File: config.mk
export PLATFORM = sky130hd
export DESIGN_NAME = tcpa_merge
export DESIGN_NICKNAME = d
export VERILOG_FILES = /design/src/hdl/tcpa_pkg.sv /design/src/hdl/tcpa_merge.sv
export SDC_FILE = /design/constraint.sdc
export NUM_CORES = 1
export LEC_CHECK = 0
export ABC_AREA = 0
export BUFFER_PORTS_ARGS = -buffer_cell sky130_fd_sc_hd__buf_2
export CAP_MARGIN = 40
export CORE_MARGIN = 2
export CORE_UTILIZATION = 38
export DETAILED_ROUTE_END_ITERATION = 16
export PLACE_DENSITY = 0.86
export SLEW_MARGIN = 15
export SYNTH_ARGS = -nofsm -noshare
export SYNTH_HDL_FRONTEND = slang
export SYNTH_SLANG_ARGS = --single-unit
File: constraint.sdc
create_clock -name vclk -period 4.8
set_input_delay 0.96 -clock vclk [all_inputs]
set_output_delay 0.96 -clock vclk [all_outputs]
set_load 0.1 [all_outputs]
File: src/hdl/tcpa_pkg.sv
`timescale 1ns / 1ps

package tcpa_pkg;

   localparam int NODE_BITS     = 6;
   localparam int STAMP_IN_BITS = 32;
   localparam int MASK_BITS     = 64;

   localparam logic FUNC_WRITE   = 1'b0;
   localparam logic FUNC_RESOLVE = 1'b1;

   localparam logic [1:0] KIND_RAW     = 2'd0;
   localparam logic [1:0] KIND_WAW     = 2'd1;
   localparam logic [1:0] KIND_WAR     = 2'd2;
   localparam logic [1:0] KIND_UNKNOWN = 2'd3;

   typedef struct packed {
      logic                     func;
      logic [NODE_BITS-1:0]     node;
      logic [STAMP_IN_BITS-1:0] stamp;
      logic [1:0]               conflict_kind;
      logic [NODE_BITS-1:0]     single_defender;
      logic [MASK_BITS-1:0]     reader_mask;
   } req_word_type;

   typedef struct packed {
      logic                 attacker_wins;
      logic [MASK_BITS-1:0] abort_mask;
   } rsp_word_type;

   // per-lane control from the sequencer
   typedef struct packed {
      logic                 wr_en;
      logic                 cmp_en;
      logic [NODE_BITS-1:0] att_node;
   } lane_ctrl_type;

   typedef enum logic [1:0] {
      ST_IDLE,
      ST_FETCH,
      ST_MERGE
   } state_type;

endpackage

File: src/hdl/tcpa_merge.sv
`timescale 1ns / 1ps

module tcpa_merge
   import tcpa_pkg::*;
#(
   parameter int NODES = 64
) (
   input  req_word_type           item,
   input  logic [((NODES < MASK_BITS) ? NODES : MASK_BITS)-1:0] beat,
   output rsp_word_type           result
);

   localparam int LANES = (NODES < MASK_BITS) ? NODES : MASK_BITS;
   localparam int IDX_W = $clog2(LANES);

   logic             node_ok;
   logic             def_ok;
   logic [LANES-1:0] att_oh;
   logic [LANES-1:0] readers;
   logic             lost;

   always_comb begin
      node_ok = int'(item.node) < NODES;
      def_ok  = int'(item.single_defender) < NODES;
      att_oh  = LANES'(1) << item.node;
      readers = item.reader_mask[LANES-1:0] & ~att_oh;
      lost    = |(beat & readers);

      result = '0;
      if (item.func == FUNC_RESOLVE && node_ok) begin
         unique case (item.conflict_kind)
            KIND_RAW, KIND_WAW: begin
               // attacker beats defender iff they differ and defender does not beat it
               if (def_ok && (item.single_defender != item.node) &&
                   !beat[item.single_defender[IDX_W-1:0]]) begin
                  result.attacker_wins = 1'b1;
                  result.abort_mask    = MASK_BITS'(1) << item.single_defender;
               end
            end
            KIND_WAR: begin
               if (!lost) begin
                  result.attacker_wins = 1'b1;
                  result.abort_mask    = MASK_BITS'(readers);
               end
            end
            KIND_UNKNOWN: begin
               result = '0;
            end
            default: begin
               result = '0;
            end
         endcase
      end
   end

endmodule

==> results.md, run 1 <==
* Post-synth top area share at between 10% and 20%
* Ports at 240
* Log Error: [ERROR GRT-0116] Global routing finished with congestion. Check the congestion regions in the DRC Viewer.
* Post-Syn Area per Cell at 6.400 µm²
* PortBufs at 208
* Vias in the first global route at slightly above 7000
* Global-route wire length before repair at 43140 µm
* DP HPWL at 18660 µm
* GRT overflow at 3
* Initial Util at roughly 39%
* Unique masters post-synth at 63
* Die Wd at 93.73 µm
* Placed insts at roughly 800
* Syn Std Cell Area at 0.003059 mm²
* Gpl congestion at around 1.2
* Mapped Nets at 653
* Synth area leader: nand2_1
* Result of the run: aborted with a tool error
* Leading cell types by total area after synthesis: nand2_1, mux4_2, o32ai_1, a21oi_1, nand3_1
* Post-synthesis sequential area ratio at 0%
* Rows at 32
* Die height at roughly 94 µm
* Largest net degree at the start of global routing at 38
* Synth Warn # at 0
* Most common cell in the netlist: nand2_1
* Setup slack at placement at -0.3720 ns
* Stop stage: global routing (5_1_grt)
* Syn Inst Count at 478
* Placed Area at between 0.006 and 0.007 mm²
* Synth top cells by count: nand2_1, clkbuf_1, o32ai_1
* GRT Total Usage at 66.35%
-- cell families after synthesis --
logic type	share of synthesized area, %
AO/OA/AOI/OAI	37.34
XOR/XNOR	1.718
buffers and inverters	9.898
AND/OR/NAND/NOR	38.94
multiplexers	12.11
-- per-layer routing --
| layer | global-route usage, % | overflow |
|---|---|---|
| met2 | 87.44 | 1 |
| met3 | 55.38 | 0 |
| met4 | 60.39 | 2 |
| met5 | 17.95 | 0 |
| met1 | 61.82 | 0 |
-- through the flow --
| step | hold WS, ns | TNS, ns |
|---|---|---|
| after floorplan | 2.219 | -9.103 |
| after global placement | 2.391 | -9.192 |
| after detailed placement | 2.398 | -18.35 |
| after CTS | 2.396 | -6.568 |
-- repair_timing --
action | CTS
gates resized for setup | 33
cloned | 4
pin swaps | 12
hold buffers | 0
buffers inserted | 10
setup endpoints to repair | 65
==> run 2, diff against run 1 <==
--- a/config.mk
+++ b/config.mk
@@ -9,9 +9,9 @@
 export BUFFER_PORTS_ARGS = -buffer_cell sky130_fd_sc_hd__buf_2
 export CAP_MARGIN = 40
 export CORE_MARGIN = 2
-export CORE_UTILIZATION = 38
+export CORE_UTILIZATION = 25
 export DETAILED_ROUTE_END_ITERATION = 16
-export PLACE_DENSITY = 0.86
+export PLACE_DENSITY_LB_ADDON = 0.15
 export SLEW_MARGIN = 15
 export SYNTH_ARGS = -nofsm -noshare
 export SYNTH_HDL_FRONTEND = slang
==> constraint.sdc (replaced) <==
create_clock -name vclk -period 6.2
set_input_delay 1.24 -clock vclk [all_inputs]
set_output_delay 1.24 -clock vclk [all_outputs]
set_load 0.1 [all_outputs]
==> run 2 against run 1 <==
Effect of this change:
- the flow now finishes without violations
- synthesized cell count unchanged
- synthesized area unchanged
==> results.md, run 2 <==
* Result of the run: complete, no violations
* Proportion of layout cells with a drive suffix above 1 at 49.85%
* Worst vdd ir at between 0.02 and 0.03 mV
* Hold path endpoint: result[11]
* Final WS setup at 0.2834 ns
* Worst slew margin at 44.17%
* Die height at 114.6 µm (+22%)
* HP Class: input port to primary output
* Max Freq at 169.0 MHz
* Final setup vio count at 0
* DP HPWL at 18300 µm (-1.9%)
* Vias in the first global route at 5010
* Vias per cell at 6.324
* Worst-Margin Slew at 0.8375 ns
* Commonest cells after routing, fill and taps aside: buf_2, nand2_1, buf_12
* 1st-iter DRT viols at 505
* GRT Total Usage at 32.67%
* Int Pwr at 107.1 µW
* Final Hold Vio Count at 0
* Register area at 0 µm²
* Commonest non-fill, non-tap cell in the layout: buf_2
* WL/cell at around 27 µm
* Synth Warn # at 0 (unchanged)
* Sequential share of power at 0%
* Final wirelength at roughly 22000 µm
* Seq Cell Count at 0
* Most common cell in the netlist: nand2_1
* Switching share of power at 62.71%
* Leak Pwr at about 2.1 nW
* Detailed-route via count at 5129
* Initial antenna violation count at 0
* Final worst path period share at 95.43%
* DRT Pass-1 Iters at 5
* Remaining antenna violation count at 0
* Initial Util at 25.58% (-14 points)
* Ports at 240 (unchanged)
* Die Wd at 114.6 µm (+22%)
* Syn Inst Count at 478 (unchanged)
* Final slew viol count at 0
* Synth top cells by count: nand2_1, clkbuf_1, o32ai_1
* Layout Cells excl Fill at 811
* Largest net degree at the start of global routing at 40
* Leading cell types by total area after synthesis: nand2_1, mux4_2, o32ai_1, a21oi_1, nand3_1
* Global-route wire length before repair at 32020 µm
* Die ar. at 0.01314 mm²
* Unrepaired setup endpoints after global routing: false
* # fillers at 1183
* Nets at 841
* Combinational Power Share at 100.0%
* Final antenna diode count at 0
* PortBufs at 208 (unchanged)
* Synth-to-Final Area Change at 91.70%
* CP Max Fanout at 21
* Area taken by multi-input logic gates at ~0.0033 mm²
* Hold Path Cell Cnt at 4
* NetSw at 180.2 µW
* Design area at 0.005864 mm²
* Post-layout min period at 5.917 ns
* Crit path kind: input port to primary output
* Mapped Nets at 653 (unchanged)
* Synth area leader: nand2_1
* Gpl congestion at 0.9421 (-19%)
* Required @ worst endpoint at 4.96 ns
* Syn Std Cell Area at 0.003059 mm² (unchanged)
* Total power at 287.3 µW
* Post-synthesis sequential area ratio at 0% (unchanged)
* Post-synth top area share at 13.50% (unchanged)
* WP data arrival at approximately 4.7 ns
* CTS resizes at 0 (-100%)
* GRT overflow at 0
* Unique masters post-synth at 63 (unchanged)
* Post-CTS setup buffer count at 0 (-10)
* MaxCap Viol Count at 0
* CP Launch Type: input port
* Clk pwr share at 0%
* Worst Setup End Kind: primary output
* Placed insts at 811 (+0.87%)
* CORE AREA at 0.01196 mm²
* # DRC at 0
* Hold_sp: item[11]
* Rows at 40 (+25%)
* Placed Area at 0.005864 mm² (-12%)
* Post-Syn Area per Cell at 6.400 µm² (unchanged)
* Clk_buf instances at 0
* Setup tns final at 0 ns
* Cts hold-fix bufs at 0 (unchanged)
* Setup slack at placement at 0.3088 ns (+0.6808 ns)
* Power per standard cell area at around 50 mW/mm²
## run 2: cell counts after synthesis
No cell type changed its count.
## run 2: layout make-up
type,instances,share of cell area [%]
Multi-Input combinational cell,411,56.54
Timing Repair Buffer,249,40.07
Tap cell,147,3.136
Inverter,4,0.2560
## run 2: power groups by stage
| stage | clock network (mW) | registers (mW) | logic [mW] |
|---|---|---|---|
| 6_report | 0 | 0 | 0.287 |
| 3_3_place_gp | 0 | 0 | 0.279 |
| 3_5_place_dp | 0 | 0 | 0.280 |
| 2_1_floorplan | 0 | 0 | 0.152 |
| 5_1_grt | 0 | 0 | 0.300 |
| 4_1_cts | 0 | 0 | 0.281 |
## run 2: stage by stage
stage,utilization (%),hold WS (ns)
final,49.03,2.942
after global routing,49.03,2.961
after CTS,49.03,2.944
after detailed placement,49.03,2.943
after global placement,48.96,2.943
after floorplan,-,2.821
## run 2: cells by family (layout without fill, tap and decap cells)
| logic type | after synthesis | after routing | synth area share, % |
|---|---|---|---|
| simple gates | 227 | 227 | 38.94 |
| compound gates | 160 | 160 | 37.34 |
| buf+inv | 67 | 253 | 9.898 |
| mux | 18 | 18 | 12.11 |
| xor+xnor | 6 | 6 | 1.718 |
## run 2: worst max path at each step
stage | to | slack (ns) | from
floorplan | result[12] | -0.90 | item[108]
global placement | result[47] | 0.36 | item[106]
detailed placement | result[47] | 0.31 | item[107]
CTS | result[47] | 0.31 | item[107]
global route | result[47] | 0.18 | item[109]
finish | result[12] | 0.28 | item[106]
## run 2: critical path: stages
cell	delay (ns)
buf_2	0.31
buf_4	0.23
and4bb_2	0.35
a21oi_1	0.16
or4_1	0.42
or4_1	0.40
or4_4	0.58
buf_12	0.19
o32ai_1	0.40
buf_4	0.20
buf_12	0.16
## run 2: per-layer routing
layer | track usage (%) | share of wire, %
met1 | 44.23 | 40
met2 | 56.09 | 48
met3 | 2.435 | 8.7
met4 | 8.211 | 2.9
met5 | 0 | 0
Power figures use the tool's default switching activity.
==> run 3, diff against run 2 <==
--- a/config.mk
+++ b/config.mk
@@ -8,9 +8,12 @@
 export ABC_AREA = 0
 export BUFFER_PORTS_ARGS = -buffer_cell sky130_fd_sc_hd__buf_2
 export CAP_MARGIN = 40
+export CELL_PAD_IN_SITES_DETAIL_PLACEMENT = 1
+export CELL_PAD_IN_SITES_GLOBAL_PLACEMENT = 1
 export CORE_MARGIN = 2
-export CORE_UTILIZATION = 25
+export CORE_UTILIZATION = 24
 export DETAILED_ROUTE_END_ITERATION = 16
+export GPL_ROUTABILITY_DRIVEN = 0
 export PLACE_DENSITY_LB_ADDON = 0.15
 export SLEW_MARGIN = 15
 export SYNTH_ARGS = -nofsm -noshare
==> constraint.sdc (replaced) <==
create_clock -name vclk -period 5.04
set_input_delay 1.008 -clock vclk [all_inputs]
set_output_delay 1.008 -clock vclk [all_outputs]
set_load 0.1 [all_outputs]
==> run 3 against run 2 <==
Effect of this change:
- the flow now finishes with violations (negative setup slack)
- non-clock buffer count is 48 higher
- routed wire length is 10% higher
- cell count is 9.0% higher
- first-iteration DRC count is 4.6% higher
- highest routed layer unchanged
- sequential share of layout area stayed put
- utilization is 7.0 points higher
- total power is 49% higher
==> results.md, run 3 (synthesis results as in run 2) <==
* Die Wd at 116.9 µm (+2.0%)
* Global-route wire length before repair at 35470 µm (+11%)
* Worst vdd ir at 0.02654 mV (+2.1%)
* WL/cell at 27.65 µm (+1.1%)
* Seq Cell Count at 0 (unchanged)
* Final WS setup at -0.01579 ns (-0.2992 ns)
* Required @ worst endpoint at 4.03 ns (-0.93 ns)
* # fillers at 1467 (+24%)
* Nets at 889 (+5.7%)
* # DRC at 0 (unchanged)
* Layout Cells excl Fill at 884 (+9.0%)
* Final Hold Vio Count at 0 (unchanged)
* Final worst path period share at 100.3%
* Worst Setup End Kind: primary output
* Result of the run: finished with violations
* Initial antenna violation count at 0 (unchanged)
* CORE AREA at 0.01252 mm² (+4.6%)
* WP data arrival at 4.05 ns (-0.63 ns)
* Crit path kind: input port to primary output
* GRT Total Usage at 34.74% (+2.1 points)
* Register area at 0 µm² (unchanged)
* Cts hold-fix bufs at 0 (unchanged)
* Final antenna diode count at 0 (unchanged)
* Vias per cell at 6.206 (-1.9%)
* DP HPWL at 19620 µm (+7.2%)
* GRT overflow at 0 (unchanged)
* Power per standard cell area at 61.22 mW/mm² (+25%)
* 1st-iter DRT viols at 528 (+4.6%)
* Critical path's top delay family: simple AND/OR/NAND/NOR gates
* CP Cell Sequence: buf_12 > or4_4 > o211ai_1 > nand4_1 > or4_1 > or4_4 > or2_4 > buf_6 > o22ai_4 > buf_12
* Area taken by multi-input logic gates at 0.003866 mm² (+17%)
* Commonest non-fill, non-tap cell in the layout: buf_2
* Unrepaired setup endpoints after global routing: true
* Vias in the first global route at 5740 (+15%)
* Failing checks: negative setup slack
* Commonest cells after routing, fill and taps aside: buf_2, nand2_1, buf_12, buf_4, o32ai_4
* CP Max Fanout at 6 (-71%)
* Synth-to-Final Area Change at 129.1%
* Max Freq at 197.8 MHz
* Hold_sp: item[43]
* Post-layout min period at 5.056 ns
* Final wirelength at 24440 µm (+10%)
* Rows at 41 (+2.5%)
* MaxCap Viol Count at 0 (unchanged)
* Crit path largest cell delay at 0.55 ns (-0.03 ns)
* Ports at 240 (unchanged)
* HP Class: input port to primary output
* PortBufs at 208 (unchanged)
* Final setup vio count at 6 (+6)
* Die ar. at 0.01367 mm² (+4.0%)
* Die height at 116.9 µm (+2.0%)
* Worst slew margin at 41.29% (-2.9 points)
* Final slew viol count at 0 (unchanged)
* CP Launch Type: input port
* Clk_buf instances at 0 (unchanged)
* Initial Util at 24.44% (-1.1 points)
* Leak Pwr at 2.475 nW (+16%)
* Final core occ at 55.99% (+7.0 points)
* DRT Pass-1 Iters at 5 (unchanged)
* Proportion of layout cells with a drive suffix above 1 at 55.76% (+5.9 points)
* CP startpoint: item[106]
* Detailed-route via count at 5486 (+7.0%)
* Remaining antenna violation count at 0 (unchanged)
* Worst-Margin Slew at 0.8788 ns (+0.04135 ns)
* Largest net degree at the start of global routing at 39 (-2.5%)
* Max stage delay cell, worst path: or4_4
* Placed insts at 876 (+8.0%)
* CP bufs+invs at 3 (-2)
==> run 3: timing repair <==
item / CTS / global route
pin swaps: 12 / 6
gates resized for setup: 21 / 13
setup endpoints to repair: 64 / 63
gates cloned: 1 / 4
buffers inserted: 0 / 2
==> run 3: stage by stage <==
stage	hold slack, ns	setup slack (ns)	total power, mW	cell area, µm²	setup TNS, ns
2_1_floorplan	2.316	-0.2855	0.2151	4153	-4.503
3_3_place_gp	2.475	-0.1489	0.3870	6680	-5.255
3_5_place_dp	2.477	-0.1764	0.3967	6680	-6.485
4_1_cts	2.485	0.01481	0.4058	6819	0
5_1_grt	2.516	-0.03069	0.4446	7008	-0.3165
6_report	2.494	-0.01579	0.4290	7008	-0.07532
==> run 3: where the power goes <==
part / switching, mW / internal [mW]
Combinational: 0.260 / 0.170
Sequential: 0 / 0
Clock: 0 / 0
==> run 3: layout make-up <==
type               instances  share of cell area (%)
well taps                172                   3.071
repair buffers           297                   41.55
multi-input cells        411                   55.17
inverters                  4                  0.2142
==> run 3: path summary, 6_finish.rpt <==
path  depth (start not counted)    endpoint  slack (ns)
max                          10  result[10]       -0.02
min                           4  result[43]        2.49
==> run 3: per-layer routing <==
layer / GRT usage (%) / part of all wire, %
met1: 45.53 / 38
met2: 60.35 / 49
met3: 4.686 / 8.6
met4: 8.627 / 3.9
met5: 0 / 0
