### src/hdl/tcpa_pkg.sv
`timescale 1ns / 1ps

package tcpa_pkg;

   localparam int NODE_BITS     = 6;
   localparam int STAMP_IN_BITS = 32;
   localparam int MASK_BITS     = 64;

   localparam logic FUNC_WRITE   = 1'b0;
   localparam logic FUNC_RESOLVE = 1'b1;

   localparam logic [1:0] KIND_RAW     = 2'd0;
   localparam logic [1:0] KIND_WAW     = 2'd1;
   localparam logic [1:0] KIND_WAR     = 2'd2;
   localparam logic [1:0] KIND_UNKNOWN = 2'd3;

   typedef struct packed {
      logic                     func;
      logic [NODE_BITS-1:0]     node;
      logic [STAMP_IN_BITS-1:0] stamp;
      logic [1:0]               conflict_kind;
      logic [NODE_BITS-1:0]     single_defender;
      logic [MASK_BITS-1:0]     reader_mask;
   } req_word_type;

   typedef struct packed {
      logic                 attacker_wins;
      logic [MASK_BITS-1:0] abort_mask;
   } rsp_word_type;

   // per-lane control from the sequencer
   typedef struct packed {
      logic                 wr_en;
      logic                 cmp_en;
      logic [NODE_BITS-1:0] att_node;
   } lane_ctrl_type;

   typedef enum logic [1:0] {
      ST_IDLE,
      ST_FETCH,
      ST_MERGE
   } state_type;

endpackage

### src/hdl/tcpa_lane.sv
`timescale 1ns / 1ps

module tcpa_lane
   import tcpa_pkg::*;
#(
   parameter int STAMP_BITS = 32,
   parameter int LANE_ID    = 0
) (
   input  logic                  clock,
   input  logic                  reset,
   input  lane_ctrl_type         ctrl,
   input  logic [STAMP_BITS-1:0] wr_stamp,
   input  logic [STAMP_BITS-1:0] att_stamp,
   output logic                  beats_att
);

   localparam logic [NODE_BITS-1:0] LANE_NODE = NODE_BITS'(LANE_ID);

   logic [STAMP_BITS-1:0] stamp_ff;
   logic [STAMP_BITS-1:0] stamp_in;
   logic                  beats_ff;
   logic                  beats_in;

   always_comb begin
      stamp_in = ctrl.wr_en ? wr_stamp : stamp_ff;
      // lower stamp wins, ties go to the lower node id
      beats_in = (stamp_ff < att_stamp) ||
                 ((stamp_ff == att_stamp) && (LANE_NODE < ctrl.att_node));
   end

   always_ff @(posedge clock) begin
      if (reset) begin
         stamp_ff <= '0;
      end else begin
         stamp_ff <= stamp_in;
      end
   end

   always_ff @(posedge clock) begin
      if (ctrl.cmp_en) begin
         beats_ff <= beats_in;
      end
   end

   assign beats_att = beats_ff;

endmodule

### config.mk
export PLATFORM = sky130hd
export DESIGN_NAME = tcpa_lane
export DESIGN_NICKNAME = d
export VERILOG_FILES = /design/src/hdl/tcpa_pkg.sv /design/src/hdl/tcpa_lane.sv
export SDC_FILE = /design/constraint.sdc
export NUM_CORES = 1
export LEC_CHECK = 0
export ABC_AREA = 1
export BUFFER_PORTS_ARGS = -buffer_cell sky130_fd_sc_hd__clkbuf_2
export CORE_AREA = 2 2 67 69
export DETAILED_ROUTE_END_ITERATION = 6
export DIE_AREA = 0 0 69 71
export PLACE_DENSITY = 0.79
export SETUP_SLACK_MARGIN = 0.2
export SLEW_MARGIN = 5
export SYNTH_ARGS = -nofsm -noshare
export SYNTH_HDL_FRONTEND = slang
export SYNTH_SLANG_ARGS = --single-unit
### constraint.sdc
create_clock -name clock -period 1.6 [get_ports clock]
set_clock_uncertainty 0.1 [all_clocks]
set_input_delay 0.08 -clock clock [delete_from_list [all_inputs] [get_ports clock]]
set_output_delay 0.08 -clock clock [all_outputs]
set_load 0.03 [all_outputs]
# Word level (Yosys, flattened, before mapping)
# Cells that the tools add are included.
dict set report word_totals {
  in_bits 74
  word_cells 7
  register_bits 33
  output_inout_bits 1
}
dict set report classes {
  reduce_logical 2
  order_cmp 2
  n_eq_ne 1
}
# op count
set ops {}
lappend ops {{32-bit equality test} 1}
lappend ops {{32-bit less-than comparator} 1}
lappend ops {{1-bit by 6-bit less-than comparator with 1-bit output, first input constant} 1}
lappend ops {{1-bit logical AND} 1}
lappend ops {{1-bit logical OR} 1}

# Depth between registers and ports, before layout
# Gate-level depths: netlist of run 1.
dict set report depth {
  ltp_word 3
  ltp_mapped 14
  mapped_depth_nobuf 14
}

# Worst setup path before layout of run 1
# No wires, ideal clock.
dict set report synth_timing {
  path_type {register to register}
  start {register stamp_ff[11]}
  end {register beats_ff (netlist: beats_att) (data pin)}
  arrival_ps 1079
  required_ps 1247
  setup_ps 253
  synth_period_minus_slack_ps 1431
  path_stages_with_launch 11
  slack_ps 169
  path_cell_list {dfxtp_1 -> ha_1 -> nand2_1 -> inv_2 -> nand3_2 -> nor3_2 -> nand2_1 -> nand2_1 -> nand2_1 -> nand2_1 -> nand2_1}
}
dict set report synth_between {
  elab_chain_cells 3
}
# element line
set synth_rtl {}
lappend synth_rtl {{from (decl)} tcpa_lane.sv:19} ;# logic [STAMP_BITS-1:0] stamp_ff;
lappend synth_rtl {{from (signal assigned)} tcpa_lane.sv:35} ;# stamp_ff <= stamp_in;
lappend synth_rtl {{parallel branches: the longest is 2 deep, another holds 32-bit less-than comparator} --}
lappend synth_rtl {{1-bit logical OR (*)} tcpa_lane.sv:27} ;# beats_in = (stamp_ff < att_stamp) ||
lappend synth_rtl {{via beats_in} tcpa_lane.sv:22} ;# logic beats_in;
lappend synth_rtl {{to (signal assigned)} tcpa_lane.sv:41} ;# beats_ff <= beats_in;
lappend synth_rtl {{to (decl)} tcpa_lane.sv:21} ;# logic beats_ff;
# Mark *: on every way through the listed nets, which the timed path passes.
# A chain may end at the register's enable or synchronous reset.

# Final worst setup path of run 1
dict set report layout_timing {
  start {register stamp_ff[23]}
  end {register beats_ff (netlist: beats_att) (data pin)}
}
# The elaborated chain is that of the path after synthesis.

==> results of run 1 <==
==> Yosys cell counts <==
cell and instances:
clkbuf_1 2, o21ai_0 2, nand2_1 100, nand4_1 2
nor3_1 1, ha_1 32, nor4_1 1, nand3_1 2
nor3_2 1, buf_2 7, inv_2 2, nor2_1 9
inv_1 39, a211oi_2 1, dfxtp_1 32, o21a_1 1
nor2_2 3, a21oi_1 44, nand3_2 1, edfxtp_1 1
a21o_1 1
==> tightest hold or removal path, cell delays in order <==
cell and delay (ns):
clkbuf_2 0.08, nor4_1 0.03, nand2_1 0.06, nand4_1 0.07, nand2_1 0.07
==> cell families after synthesis <==
family,synth area share
DFF,0.3342
and+or+nand+nor,0.2400
adders and majority gates,0.1995
AOI/OAI and AO/OA,0.1284
buffers and inverters,0.09788
==> cells in the final DEF, fill, tap and decap left out, drive strengths merged, types with 3 or more instances in the layout <==
cell type | netlist | final
nand2 | 100 | 100
clkbuf | 2 | 80
a21oi | 44 | 44
inv | 41 | 41
dlygate4sd3 | 0 | 33
dfxtp | 32 | 32
ha | 32 | 32
nor2 | 12 | 12
nand3 | 3 | 3
==> state kept, by name, indices dropped and copies added (netlist names) <==
signal     count
beats_att      1
stamp_ff      32
==> metal layers <==
| layer | track usage | vias to the layer above |
|---|---|---|
| li1 | - | 1119 |
| met1 | 0.2240 | 929 |
| met2 | 0.3942 | 69 |
| met3 | 0.04701 | 13 |
| met4 | 0.09804 | 0 |
| met5 | 0 | - |
==> worst max-delay path by stage <==
stage / from / end / slack [ns]
2_1_floorplan: stamp_ff[11]$_SDFFE_PP0P_ / beats_att$_DFFE_PP_ / 0.17
3_3_place_gp: stamp_ff[31]$_SDFFE_PP0P_ / beats_att$_DFFE_PP_ / 0.10
3_5_place_dp: stamp_ff[31]$_SDFFE_PP0P_ / beats_att$_DFFE_PP_ / 0.07
4_1_cts: stamp_ff[11]$_SDFFE_PP0P_ / beats_att$_DFFE_PP_ / 0.09
5_1_grt: stamp_ff[22]$_SDFFE_PP0P_ / beats_att$_DFFE_PP_ / -0.04
6_report: stamp_ff[23]$_SDFFE_PP0P_ / beats_att$_DFFE_PP_ / 0.05
==> final cells by class <==
class	count	area share
Clock buffer	6	0.02450
Clock inverter	2	0.003380
Inverter	41	0.05196
Multi-Input combinational cell	201	0.4233
Sequential cell	33	0.2290
Tap cell	52	0.02197
Timing Repair Buffer	109	0.2459
==> metrics by stage <==
stage	std cells	total power [mW]	hold slack (ns)
final	444	1.972	0.1094
after global routing	444	2.102	0.1392
after CTS	444	1.956	0.09420
after detailed placement	403	1.277	0.1900
after global placement	403	1.265	0.1912
after floorplan	284	1.129	0.04907
==> what timing repair did <==
| item | 4_1_cts | 5_1_grt |
|---|---|---|
| gates resized for setup | 7 | 15 |
| endpoints found under the setup margin | 1 | 1 |
| hold buffers | 33 | 0 |
| endpoints found under the hold margin | 33 | 0 |
| pin swaps | 5 | 8 |
==> report_power, final <==
group	switching (mW)	total [mW]	internal [mW]	leakage, nW
logic	0.222	0.463	0.241	1.24
clock network	0.306	0.607	0.301	0.0450
registers	0.0281	0.902	0.874	0.274
==> metrics.csv, run 1 <==
stage,metric,value,unit
status,outcome,finished clean,
sta,setup tns final,0,ns
yosys,Yosys warning total,0,
run,maxcap violations,0,
finish,n_diodes,0,
yosys,top post-synthesis cells by area,"dfxtp_1 (32%), ha_1 (20%), nand2_1 (19%)",
clocking,clk sink count,33,
clocking,# H-tree levels,2,
critical_path,CP max stage delay,0.34,ns
routing,DR DRC count,0,
critical_path,Stages on worst setup path,8,
sta,Final Hold Viols,0,
routing,"antenna viol nets, final",0,
min_path,WHS Endpoint,beats_att$_DFFE_PP_,
sta,fin crit period,1.549,ns
clocking,"Reg clk slew, reported paths",0.07,ns
grt,largest net degree at the start of global routing,33,
placed_design,Placed Area,2427,µm²
critical_path,R2R setup slack,0.05,ns
floorplan,CORE AREA,4204,µm²
yosys,Post-Synthesis Cells,284,
routing,met3 wire length,253,µm
yosys,"area leader, netlist",dfxtp_1,
sta,worst slew pin tran,0.6867,ns
placed_design,Port Buffer Count,74,
finish,Nets,497,
routing,WL/cell,11.43,µm
sta,Rel. slew slack,0.5422,
finish,synthesis-to-finish area growth,47.57,%
critical_path,Critical Path Most Common Cell,nand2_1,
routing,vias per std cell,4.797,
floorplan,# rows,24,
critical_path,reg2reg end,beats_att$_DFFE_PP_,
yosys,Mapped Avg Cell Area,7.067,µm²
critical_path,worst-path maximum fanout,2,
critical_path,Worst EP arrival,1.49,ns
floorplan,height of the die,71,µm
critical_path,Critical Path RT,1.54,ns
sta,RSZ-0062 raised after global routing,true,
routing,DR vias,2130,
critical_path,Critical Path Source Type,flop,
clocking,Max Root-Sink Buffers,2,
critical_path,cell family with most CP delay,simple AND/OR/NAND/NOR gates,
finish,Fillers,366,
routing,Pre-Repair DR Iteration Count,4,
placed_design,DPL Wire Length,3263,µm
grt,initial antenna violation count,0,
floorplan,starting density of the core,0.4774,
floorplan,Die X,69,µm
yosys,sequential element share of the synthesized area,0.3342,
floorplan,die area,4899,µm²
sta,# setup viols final,0,
grt,first-pass GRT wire length,8349,µm
yosys,synthesized flop and latch total,33,
critical_path,FF-to-FF path depth,8,
grt,overall routing resource usage,0.2105,
power,PD cells,665.9,nW/µm²
placed_design,pre-CTS setup slack,0.07268,ns
finish,Final Instance Area,2962,µm²
clocking,Post-CTS Setup Inserts,0,
power,VDD IR max,0.4637,mV
min_path,beginning of the worst hold path,ctrl[1],
min_path,Hold Path Stages,5,
yosys,top-area cell type share of the netlist area,0.3192,
yosys,mapped cell area,2007,µm²
power,Leak Pwr,1.563,nW
routing,Iter 0 DRT Violations,92,
yosys,syn_nets,390,
critical_path,critical path's slowest cell,dfxtp_2,
grt,vias in the first global route,2078,
routing,Met2 Wirelength,2627,µm
sta,period utilization,0.9684,
routing,WL final,5076,µm
clocking,Root Driver,clkbuf_8,
yosys,post-synth cell types,21,
critical_path,Crit. End Element,flop,
critical_path,launching point of the worst reg2reg path,stamp_ff[23]$_SDFFE_PP0P_,
sta,Peak Freq,0.6454,GHz
clocking,total CTS buffers,5,
grt,total gr overflow,0,
min_path,Hold Crit Class,in -> reg,
critical_path,critical path cell sequence,"ha_4, nand2_2, nor2_2, nand4_1, nor2_4, nand2_1, nand2_1, nand2_1",
critical_path,number of buffer and inverter stages on the critical path,0,
clocking,CTS tree,built,
routing,Top Metal Used,met4,
finish,layout cells sized above 1,0.2806,
sta,Final WS setup,0.05058,ns
floorplan,number of I/O pins,75,
critical_path,CP Class,reg -> reg,
finish,Reg area,678.2,µm²
finish,final core occ,0.7045,
routing,met1 wire length,2067,µm
finish,area of the multi-input gates,1254,µm²
sta,"Slew Viols, Final",0,
clocking,clk_lat worst skew,0.28,ns
placed_design,Placer Congestion,0.7830,
No activity file was read; power rests on OpenSTA's default activity.
==> inputs of run 2 (changes only) <==
--- a/config.mk
+++ b/config.mk
@@ -6,11 +6,10 @@
 export NUM_CORES = 1
 export LEC_CHECK = 0
 export ABC_AREA = 1
-export BUFFER_PORTS_ARGS = -buffer_cell sky130_fd_sc_hd__clkbuf_2
 export CORE_AREA = 2 2 67 69
 export DETAILED_ROUTE_END_ITERATION = 6
 export DIE_AREA = 0 0 69 71
-export PLACE_DENSITY = 0.79
+export DONT_BUFFER_PORTS = 1
 export SETUP_SLACK_MARGIN = 0.2
 export SLEW_MARGIN = 5
 export SYNTH_ARGS = -nofsm -noshare
==> constraint.sdc (replaced) <==
create_clock -name clock -period 1.7 [get_ports clock]
set_clock_uncertainty 0.1 [all_clocks]
set_input_delay 0.085 -clock clock [delete_from_list [all_inputs] [get_ports clock]]
set_output_delay 0.085 -clock clock [all_outputs]
set_load 0.03 [all_outputs]
==> metrics.csv, run 2 (same netlist as run 1, synthesis figures left out) <==
stage,metric,value,unit
status,outcome,finished clean,
placed_design,Port Buffer Count,0,
sta,period utilization,0.9096,
critical_path,critical path cell sequence,"ha_1, nand2_1, nor2_2, nand4_1, nor2_2, nand2_1, nand2_1, nand2_1",
clocking,CTS tree,built,
power,PD cells,711.9,nW/µm²
finish,Largest Register,stamp_ff,
critical_path,Critical Path Most Common Cell,nand2_1,
routing,DR DRC count,0,
min_path,Hold Crit Class,in -> reg,
routing,vias per std cell,4.823,
power,VDD IR max,0.4133,mV
critical_path,R2R setup slack,0.15,ns
sta,worst slew pin tran,0.9912,ns
floorplan,starting density of the core,0.4774,
finish,n_diodes,0,
grt,total gr overflow,0,
sta,RSZ-0062 raised after global routing,true,
grt,largest net degree at the start of global routing,34,
routing,"antenna viol nets, final",0,
run,maxcap violations,0,
critical_path,Crit. End Element,flop,
finish,Non-Filler Instances,378,
sta,Peak Freq,0.6467,GHz
critical_path,CP max stage delay,0.31,ns
grt,vias in the first global route,1806,
floorplan,CORE AREA,4204,µm²
finish,Final Instance Area,2591,µm²
routing,Pre-Repair DR Iteration Count,4,
placed_design,dpl cells,327,
finish,max reg flops,32,
power,switching pwr,0.4893,mW
critical_path,Critical Path RT,1.64,ns
clocking,clk_lat worst skew,0.29,ns
critical_path,Worst EP arrival,1.49,ns
floorplan,die area,4899,µm²
power,Sw Ratio,0.2653,
critical_path,worst-path maximum fanout,2,
sta,# setup viols final,0,
clocking,Root Driver,clkbuf_8,
power,Total Power,1.845,mW
floorplan,number of I/O pins,75,
routing,WL final,4667,µm
finish,layout cells sized above 1,0.05521,
sta,fin crit period,1.546,ns
sta,"Slew Viols, Final",0,
floorplan,Die X,69,µm
placed_design,DPL Wire Length,2812,µm
clocking,total CTS buffers,5,
routing,Iter 0 DRT Violations,24,
clocking,Post-CTS Setup Inserts,0,
sta,setup tns final,0,ns
clocking,Max Root-Sink Buffers,2,
power,Leak Pwr,1.322,nW
clocking,clk sink count,33,
floorplan,# rows,24,
critical_path,CP Class,reg -> reg,
routing,DR vias,1823,
grt,first-pass GRT wire length,7686,µm
sta,Final Hold Viols,0,
placed_design,Placed Area,2029,µm²
critical_path,number of buffer and inverter stages on the critical path,0,
grt,overall routing resource usage,0.1963,
routing,WL/cell,12.35,µm
finish,"commonest non-fill, non-tap cell in the layout",nand2_1,
clocking,# H-tree levels,2,
critical_path,critical path's slowest cell,dfxtp_1,
clocking,"Reg clk slew, reported paths",0.07,ns
finish,most frequent cells in the layout,"nand2_1 (100), a21oi_1 (44), inv_1 (39), dlygate4sd3_1 (39)",
critical_path,Critical Path Source Type,flop,
grt,initial antenna violation count,0,
power,Clk pwr share,0.359,
power,Int Pwr,1.355,mW
placed_design,Placer Congestion,0.7309,
finish,Nets,431,
power,sequential fraction of design power,0.458,
sta,Rel. slew slack,0.3392,
finish,synthesis-to-finish area growth,29.11,%
power,Comb pwr share,0.183,
critical_path,cell family with most CP delay,simple AND/OR/NAND/NOR gates,
floorplan,height of the die,71,µm
## run 2: worst paths after layout
check | to | depth (start not counted) | startpoint
hold reg to reg | stamp_ff[1]$_SDFFE_PP0P_ | 2 | stamp_ff[1]$_SDFFE_PP0P_
hold / removal | beats_att$_DFFE_PP_ | 4 | ctrl[1]
setup reg to reg | beats_att$_DFFE_PP_ | 8 | stamp_ff[23]$_SDFFE_PP0P_
setup / recovery | beats_att$_DFFE_PP_ | 8 | stamp_ff[23]$_SDFFE_PP0P_
## run 2: layer usage
metal | vias to the layer above | GRT usage | routed length [µm]
met5 | - | 0 | 0
met4 | 0 | 0.06536 | 60
met3 | 7 | 0.05128 | 205
met2 | 49 | 0.3632 | 2253
met1 | 783 | 0.2183 | 2147
li1 | 984 | - | -
## run 2: timing repair
action	4_1_cts	5_1_grt
cloned	0	1
hold buffers	42	0
hold endpoints to repair	33	0
endpoints found under the setup margin	1	31
resized for setup	0	2
## run 2: area by class of cell
class	instances	area, µm²
Clock buffer	7	96.34
Multi-Input combinational cell	201	1140
Timing Repair Buffer	43	460.4
Fill cell	392	1613
Clock inverter	1	5.005
Tap cell	52	65.06
Inverter	41	153.9
Sequential cell	33	670.6
## run 2: worst reg2reg max path: cells and delay by family (launching register included)
family / cells / cell delay, ns
flops: 1 / 0.31
simple gates: 7 / 0.60
fa+ha+maj: 1 / 0.28
## run 2: metrics by stage
step                      setup WS, ns  hold WS [ns]  utilization
after floorplan                 0.2686       0.05407            -
after global placement          0.1610       0.05899       0.4827
after detailed placement        0.1578       0.06118       0.4827
after CTS                       0.1465       0.02057       0.6092
after global routing           0.03290       0.08504       0.6164
final                           0.1537       0.02957       0.6164
## run 2: power by group through the flow
stage | Sequential, mW | Combinational, mW | Clock [mW]
6_report | 0.845 | 0.338 | 0.662
5_1_grt | 0.849 | 0.392 | 0.711
4_1_cts | 0.844 | 0.330 | 0.686
3_5_place_dp | 0.862 | 0.226 | 0
3_3_place_gp | 0.862 | 0.223 | 0
2_1_floorplan | 0.857 | 0.205 | 0
